File: config.mk
export PLATFORM = sky130hd
export DESIGN_NAME = neighbor_table_with_aging
export DESIGN_NICKNAME = d
export VERILOG_FILES = /design/src/sv/nta_pkg.sv /design/src/sv/neighbor_table_with_aging.sv /design/src/sv/nta_cell.sv
export SDC_FILE = /design/constraint.sdc
export NUM_CORES = 2
export LEC_CHECK = 0
export BUFFER_PORTS_ARGS = -buffer_cell sky130_fd_sc_hd__clkbuf_2
export CORE_MARGIN = 2
export CORE_UTILIZATION = 57
export DETAILED_ROUTE_END_ITERATION = 10
export GPL_ROUTABILITY_DRIVEN = 1
export PLACE_DENSITY = 0.77
export SETUP_SLACK_MARGIN = 0.5
export SYNTH_ARGS = -nofsm -noshare
export SYNTH_HDL_FRONTEND = slang
export SYNTH_HIERARCHICAL = 1
export SYNTH_SLANG_ARGS = --single-unit
File: constraint.sdc
create_clock -name i_clk -period 6.1 [get_ports i_clk]
set_input_delay 1.22 -clock i_clk [delete_from_list [all_inputs] [get_ports i_clk]]
set_output_delay 1.22 -clock i_clk [all_outputs]
set_load 0.005 [all_outputs]
File: src/sv/nta_pkg.sv
// Shared types and constants for the neighbor table with aging.
package nta_pkg;

    localparam int IFC_W  = 2;
    localparam int RID_W  = 32;
    localparam int ADDR_W = 32;
    localparam int AGE_W  = 8;
    localparam int TOT_W  = 5;
    // wide enough to count a table of up to 127 entries
    localparam int CNT_W  = 7;

    localparam logic [AGE_W-1:0] DEAD_LIMIT_RST = 8'd15;
    localparam logic [AGE_W-1:0] AGE_MAX        = 8'hFF;

    localparam logic FUNC_HELLO = 1'b0;
    localparam logic FUNC_TICK  = 1'b1;

    // request walking down the chain of entry cells
    typedef struct packed {
        logic               valid;
        logic               tick;
        logic [IFC_W-1:0]   iface;
        logic [RID_W-1:0]   rid;
        logic               match;
        logic               free_seen;
        logic               removed;
        logic [CNT_W-1:0]   cnt;
    } t_tok;

    // end-of-walk command broadcast to every cell
    typedef struct packed {
        logic               clr;
        logic               ins;
        logic [IFC_W-1:0]   iface;
        logic [RID_W-1:0]   rid;
        logic [ADDR_W-1:0]  ip;
        logic [ADDR_W-1:0]  mask;
    } t_cmt;

endpackage

File: src/sv/neighbor_table_with_aging.sv
// Top level: request control, dead-limit register and the chain of entry cells.
// A hello or tick walks the chain one cell per cycle, through the launch register and each
//   cell's token register, and its result is then registered for the response. A hello
//   on an unknown interface can be taken in the cycle after acceptance.
// Only one item is in flight at a time; the next is taken in the cycle after the result
//   is taken.
// Reset (synchronous, active low) empties the table and sets dead_limit to 15.
module neighbor_table_with_aging #(
    parameter int TABLE_ENTRIES = 16,
    parameter int NUM_IFACES    = 4
) (
    input  logic                        i_clk,
    input  logic                        i_rst_n,
    input  logic                        i_valid,
    output logic                        o_ready,
    input  logic                        i_func,
    input  logic [nta_pkg::IFC_W-1:0]   i_iface_index,
    input  logic [nta_pkg::RID_W-1:0]   i_neighbor_rid,
    input  logic [nta_pkg::ADDR_W-1:0]  i_neighbor_ip,
    input  logic [nta_pkg::ADDR_W-1:0]  i_neighbor_mask,
    output logic                        o_valid,
    input  logic                        i_ready,
    output logic                        o_topology_changed,
    output logic                        o_added_new,
    output logic                        o_table_full,
    output logic [nta_pkg::TOT_W-1:0]   o_total_neighbors,
    input  logic                        i_cfg_valid,
    output logic                        o_cfg_ready,
    input  logic [nta_pkg::AGE_W-1:0]   i_cfg_dead_limit
);
    import nta_pkg::*;

    typedef enum logic [1:0] {
        S_IDLE,
        S_WALK,
        S_RESP
    } t_state;

    t_state            r_state;
    logic [AGE_W-1:0]  r_dead_limit;
    t_tok              r_launch;
    logic [IFC_W-1:0]  r_iface;
    logic [RID_W-1:0]  r_rid;
    logic [ADDR_W-1:0] r_ip;
    logic [ADDR_W-1:0] r_mask;
    logic [CNT_W-1:0]  r_count;
    logic              r_changed;
    logic              r_added;
    logic              r_full;
    logic [TOT_W-1:0]  r_total;

    t_tok              w_tok [TABLE_ENTRIES+1];
    t_tok              w_last;
    t_cmt              w_cmt;
    logic              w_fin;
    logic              w_ins;
    logic              w_in_range;
    logic [CNT_W-1:0]  n_count;

    assign w_tok[0]   = r_launch;
    assign w_last     = w_tok[TABLE_ENTRIES];
    assign w_fin      = (r_state == S_WALK) && w_last.valid;
    assign w_ins      = w_fin && (w_last.tick == FUNC_HELLO) && !w_last.match
                        && w_last.free_seen;
    assign w_in_range = int'(i_iface_index) < NUM_IFACES;
    assign n_count    = w_last.cnt + CNT_W'(w_ins);

    always_comb begin
        w_cmt.clr   = w_fin && (w_last.tick == FUNC_HELLO);
        w_cmt.ins   = w_ins;
        w_cmt.iface = r_iface;
        w_cmt.rid   = r_rid;
        w_cmt.ip    = r_ip;
        w_cmt.mask  = r_mask;
    end

    genvar gi;
    generate
        for (gi = 0; gi < TABLE_ENTRIES; gi++) begin : g_cell
            nta_cell u_cell (
                .i_clk        (i_clk),
                .i_rst_n      (i_rst_n),
                .i_tok        (w_tok[gi]),
                .i_cmt        (w_cmt),
                .i_dead_limit (r_dead_limit),
                .o_tok        (w_tok[gi+1])
            );
        end
    endgenerate

    always_ff @(posedge i_clk) begin
        if (!i_rst_n) begin
            r_state        <= S_IDLE;
            r_dead_limit   <= DEAD_LIMIT_RST;
            r_launch.valid <= 1'b0;
            r_count        <= '0;
        end else begin
            if (i_cfg_valid) begin
                r_dead_limit <= i_cfg_dead_limit;
            end
            r_launch.valid <= 1'b0;
            case (r_state)
                S_IDLE: begin
                    if (i_valid) begin
                        r_iface <= i_iface_index;
                        r_rid   <= i_neighbor_rid;
                        r_ip    <= i_neighbor_ip;
                        r_mask  <= i_neighbor_mask;
                        if (i_func == FUNC_TICK || w_in_range) begin
                            r_launch.valid     <= 1'b1;
                            r_launch.tick      <= i_func;
                            r_launch.iface     <= i_iface_index;
                            r_launch.rid       <= i_neighbor_rid;
                            r_launch.match     <= 1'b0;
                            r_launch.free_seen <= 1'b0;
                            r_launch.removed   <= 1'b0;
                            r_launch.cnt       <= '0;
                            r_state            <= S_WALK;
                        end else begin
                            // unknown interface: answer at once, table untouched
                            r_changed <= 1'b0;
                            r_added   <= 1'b0;
                            r_full    <= 1'b0;
                            r_total   <= r_count[TOT_W-1:0];
                            r_state   <= S_RESP;
                        end
                    end
                end
                S_WALK: begin
                    if (w_last.valid) begin
                        r_changed <= (w_last.tick == FUNC_TICK) && w_last.removed;
                        r_added   <= w_ins;
                        r_full    <= (w_last.tick == FUNC_HELLO) && !w_last.match
                                     && !w_last.free_seen;
                        r_count   <= n_count;
                        r_total   <= n_count[TOT_W-1:0];
                        r_state   <= S_RESP;
                    end
                end
                S_RESP: begin
                    if (i_ready) begin
                        r_state <= S_IDLE;
                    end
                end
                default: begin
                    r_state <= S_IDLE;
                end
            endcase
        end
    end

    assign o_ready            = (r_state == S_IDLE);
    assign o_valid            = (r_state == S_RESP);
    assign o_topology_changed = r_changed;
    assign o_added_new        = r_added;
    assign o_table_full       = r_full;
    assign o_total_neighbors  = r_total;
    assign o_cfg_ready        = 1'b1;

endmodule

File: src/sv/nta_cell.sv
// One neighbor table entry; updates itself as a request passes and hands it on.
module nta_cell (
    input  logic                       i_clk,
    input  logic                       i_rst_n,
    input  nta_pkg::t_tok              i_tok,
    input  nta_pkg::t_cmt              i_cmt,
    input  logic [nta_pkg::AGE_W-1:0]  i_dead_limit,
    output nta_pkg::t_tok              o_tok
);
    import nta_pkg::*;

    logic              r_valid, n_valid;
    logic              r_cand, n_cand;
    logic [IFC_W-1:0]  r_iface;
    logic [RID_W-1:0]  r_rid;
    logic [ADDR_W-1:0] r_ip;
    logic [ADDR_W-1:0] r_mask;
    logic [AGE_W-1:0]  r_age, n_age;
    t_tok              r_tok, n_tok;
    logic              w_hit;
    logic              w_expire;
    logic              w_write;

    assign w_hit    = r_valid && (r_iface == i_tok.iface) && (r_rid == i_tok.rid);
    assign w_expire = r_valid && (r_age > i_dead_limit);
    // the first free cell seen by the walk takes the new neighbor at the end
    assign w_write  = i_cmt.ins && r_cand;

    always_comb begin
        n_tok   = i_tok;
        n_valid = r_valid;
        n_age   = r_age;
        n_cand  = r_cand;
        if (i_tok.valid) begin
            if (i_tok.tick == FUNC_TICK) begin
                if (w_expire) begin
                    n_valid       = 1'b0;
                    n_tok.removed = 1'b1;
                end else if (r_valid && r_age != AGE_MAX) begin
                    n_age = r_age + AGE_W'(1);
                end
            end else begin
                if (w_hit) begin
                    n_age       = '0;
                    n_tok.match = 1'b1;
                end
                if (!r_valid && !i_tok.free_seen) begin
                    n_cand = 1'b1;
                end
                if (!r_valid) begin
                    n_tok.free_seen = 1'b1;
                end
            end
            n_tok.cnt = i_tok.cnt + CNT_W'(n_valid);
        end
        if (i_cmt.clr) begin
            n_cand = 1'b0;
        end
        if (w_write) begin
            n_valid = 1'b1;
            n_age   = '0;
        end
    end

    always_ff @(posedge i_clk) begin
        if (!i_rst_n) begin
            r_valid     <= 1'b0;
            r_cand      <= 1'b0;
            r_tok.valid <= 1'b0;
        end else begin
            r_valid <= n_valid;
            r_cand  <= n_cand;
            r_tok   <= n_tok;
        end
    end

    always_ff @(posedge i_clk) begin
        r_age <= n_age;
        if (w_write) begin
            r_iface <= i_cmt.iface;
            r_rid   <= i_cmt.rid;
            r_ip    <= i_cmt.ip;
            r_mask  <= i_cmt.mask;
        end
    end

    assign o_tok = r_tok;

endmodule

# After elaboration in Yosys (flattened, before gate mapping)
# Index checks and enable logic that the tools add are counted.
[word_totals]
reg_bits = 1452
inputBits = 112
out_inout_bits = 11
wordCells = 818
[classes]
addsub = 32
n_lt_le_gt_ge = 16
n_eq_ne = 85
n_mux = 242
n_bitwise = 19
reduce_logical = 207
[op_table]
columns = ["op", "count"]
rows = [
  ["32-bit equality test", 16],
  ["8-bit two-way mux", 64],
  ["10-bit two-way mux", 15],
  ["1-bit two-way mux", 143],
  ["8-bit by 1-bit adder with 8-bit output (second input constant)", 16],
  ["8-bit > comparator", 16],
  ["8-bit != test (second input constant)", 16],
  ["1-bit logical AND", 102],
  ["7-bit by 1-bit adder with 7-bit output", 14],
  ["4-bit AND reduction", 16],
  ["2-bit nonzero test", 32],
  ["3-bit AND reduction", 19],
  ["46-bit two-way mux", 1],
  ["2-bit two-way mux", 18],
  ["2-bit by 1-bit != test with 1-bit output (second input constant)", 18],
  ["2-bit != test (second input constant)", 17],
  ["1-bit logical NOT", 33],
  ["2-bit equality test", 16],
  ["1-bit inverter", 19],
  ["2-bit one-hot mux with 3 select lines", 1],
  ["5-bit by 1-bit adder with 5-bit output", 1],
  ["2-bit AND reduction", 2],
  ["2-bit OR reduction", 2],
  ["1-bit by 1-bit adder with 2-bit output", 1],
  ["3 further kinds", 3],
]

# Logic depth before layout (Yosys ltp)
[logic_depth]
word_depth = 7
ltp_mapped = 11

# Hierarchy
# Netlist, hierarchy kept.
[by_module_without_submodules]
columns = ["mod", "n_inst", "cells_each", "area_each_um2", "seq_area_each_um2"]
rows = [
  ["nta_cell (g_cell[0].u_cell ...)", 12, 251, 3786.1, 2592.5],
  ["nta_cell (g_cell[8].u_cell ...)", 2, 272, 3888.7, 2592.5],
  ["nta_cell (g_cell[7].u_cell)", 1, 252, 3754.9, 2592.5],
  ["neighbor_table_with_aging", 1, 163, 3746.1, 3433.3],
  ["nta_cell (g_cell[6].u_cell)", 1, 249, 3731.1, 2592.5],
]

# Least setup slack after synthesis
# OpenSTA, ideal clock, no wires.
[synth_timing]
kind = "input to register"
start = "input port i_rst_n"
end = "register r_iface[0] (netlist name)"
setup_time_ns = 0.558
arrival_ns = 5.456
required_time_ns = 5.542
setup_slack_ns = 0.086
path_stages = 2
n_path_buf = 0
cell_sequence = "nand2b_1 -> nor2_1"
[synth_rtl]
columns = ["item", "line_no", "text"]
rows = [
  ["start, declared", "neighbor_table_with_aging.sv:13", "input logic i_rst_n,"],
]

==> impl_metrics.toml <==
[route]
drc = 0
via_count = 32300
firstDrtPassIters = 5
vias_per_cell = 5.67
routed_wl_mm = 112
drtIter0Drc = 2009
wl_per_cell_um = 19.6
postRouteAntennaNets = 0

[final_layout]
seq_area_um2 = 41000
multiInputGateArea_um2 = 17900
final_cell_mix = "edfxtp_1, xnor2_1, nand2_1, inv_1, xor2_1"
final_core_util_pct = 63.6
diodes = 0
drive_gt1_share_pct = 11.7
final_common_cell = "edfxtp_1"
final_cell_area_um2 = 66600
nFillCells = 7279
fin_nets = 4486
areaGrowthSynthToFinish_pct = 11.0

[floorplan]
std_cell_rows = 119
start_util_pct = 57.3
die_x_um = 328
die_height_um = 328
core_area_um2 = 105000
ioPinCount = 123
fp.dieArea_um2 = 108000

[critical_path]
timing.critical_path.to = "g_cell[14].u_cell/o_tok[1]$_DFFE_PP_"
cp_top_family = "adder cells"
r2r-start = "r_dead_limit[1]$_SDFFE_PN1P_"
crit_top_cell = "ha_1"
cp_cell_sequence = "buf_4 -> inv_1 -> ha_1 -> nor2b_1 -> o211ai_1 -> a21oi_1 -> o221ai_1 -> and2_1 -> ha_1 -> ha_1 -> mux2_2"
endpoint_kind = "flop"
worst-path-stages = 11
cp.required_ps = 6580
crit_type = "reg -> reg"
crit_slowest_cell = "o221ai_1"
r2r-end = "g_cell[14].u_cell/o_tok[1]$_DFFE_PP_"
worst_path_largest_cell_delay_ps = 370
critPathArrivalTime_ps = 3530
startpoint = "r_dead_limit[1]$_SDFFE_PN1P_"
r2r_cells = 11
crit_buf_inv = 2
crit_fanout = 17
critPathLaunchType = "flop"
timing.reg2reg.setup_slack_ps = 3050

[cts]
insertion_delay_ps = 730
cts_tree = "done"
numCtsBuffers = 143
h-tree-depth = 4
cts_resized = 0
cts_setup_buffers = 0
clkTransAtPathRegs_ps = 60
cts_buffer_depth = 3
cts_hold_buf = 0
root_buffer = "clkbuf_16"
clock-sinks = 1428

[global_routing]
grt_pass1_vias = 32700
grt_antenna_before_repair = 0
grt_overflow = 0
grt_max_degree = 147
grt_first_pass_wirelength_mm = 176
grtUsageTotal_pct = 21.0

[timing]
drv_slew = 0
finalClockSkew_ps = 22.7
setup_ws_ps = 3050
max_slew_margin_pct = 32.5
finalSetupViolations = 0
tightestPinTransition_ps = 1010
rsz0062_at_grt = "no"
max_freq_mhz = 328
finalHoldViolations = 0
final.setup.tns_ps = 0
period_share_pct = 50.0
fin_crit_ps = 3050

[power]
power_density_nw_per_um2 = 302
ir_drop_mv = 0.265
total_power_mw = 20.1
leakagePower_nw = 23.7

[place]
dpl_cell_area_um2 = 62100
pre_cts_slack_ps = 2690
hpwl_mm = 76.2
port_buffers = 57
globalplace.congestion = 0.856

[synth]
synth_warnings = 6
syn_area_per_cell_um2 = 15.0
synth_area_um2 = 60000
syn_inst = 3994

[run_status]
status = "finished clean"

[flow_run]
maxCapViolCount = 0

[min_path]
hp-class = "reg -> reg"
[worst register-to-register path: stages (launching register included)]
cell,delay (ps)
dfxtp_1,310
buf_4,350
inv_1,100
ha_1,320
nor2b_1,130
o211ai_1,250
a21oi_1,110
o221ai_1,370
and2_1,200
ha_1,180
ha_1,230
mux2_2,260
[per-stage QoR]
| step | cells | hold WS, ps |
|---|---|---|
| finish | 5700 | 448 |
| global route | 5700 | 467 |
| CTS | 5700 | 444 |
| detailed placement | 5442 | 456 |
| global placement | 5442 | 453 |
| floorplan | 4008 | 425 |
[area by class of cell]
class | instances | area share [%]
clock buffers | 179 | 5.67
clock inverters | 79 | 1.08
inverters | 217 | 1.22
multi-input cells | 2300 | 26.8
flip-flops and latches | 1428 | 61.5
well taps | 1391 | 2.61
repair buffers | 106 | 1.05
[registers in the layout, summed over array words and instances, names as in the netlist, 5 cells and up]
signal / count
g_cell.u_cell/r_cand: 16
g_cell.u_cell/r_iface: 32
g_cell.u_cell/r_valid: 16
g_cell.u_cell/r_rid: 512
r_rid: 32
g_cell.u_cell/o_tok: 670
r_dead_limit: 8
g_cell.u_cell/r_age: 128
o_total_neighbors: 5
[report_power, final]
part           switching [mW]  internal [mW]  leakage (nW)
combinational           0.356          0.233          8.33
clock                    3.50           4.93          2.20
sequential              0.223           10.9          13.2
[routing by layer]
layer / vias up / part of all wire, % / GRT usage (%)
met4: 0 / 4.9 / 10.7
met2: 810 / 49 / 35.8
met5: - / 0 / 0
met3: 283 / 4.4 / 3.27
li1: 15500 / - / -
met1: 15700 / 41 / 26.0
[worst min-delay path by stage]
| stage | startpoint | end | slack, ps | cells past startpoint |
|---|---|---|---|---|
| 5_1_grt | g_cell[12].u_cell/o_tok[35]$_DFFE_PP_ | g_cell[13].u_cell/o_tok[35]$_DFFE_PP_ | 470 | 0 |
| 3_3_place_gp | g_cell[0].u_cell/o_tok[17]$_DFFE_PP_ | g_cell[1].u_cell/o_tok[17]$_DFFE_PP_ | 450 | 0 |
| 2_1_floorplan | g_cell[5].u_cell/o_tok[44]$_DFFE_PP_ | g_cell[6].u_cell/o_tok[44]$_DFFE_PP_ | 430 | 0 |
| 6_report | g_cell[3].u_cell/o_tok[11]$_DFFE_PP_ | g_cell[4].u_cell/o_tok[11]$_DFFE_PP_ | 450 | 0 |
| 3_5_place_dp | g_cell[12].u_cell/o_tok[35]$_DFFE_PP_ | g_cell[13].u_cell/o_tok[35]$_DFFE_PP_ | 460 | 0 |
| 4_1_cts | g_cell[12].u_cell/o_tok[33]$_DFFE_PP_ | g_cell[13].u_cell/o_tok[33]$_DFFE_PP_ | 440 | 0 |
Power figures use the tool's default switching activity.
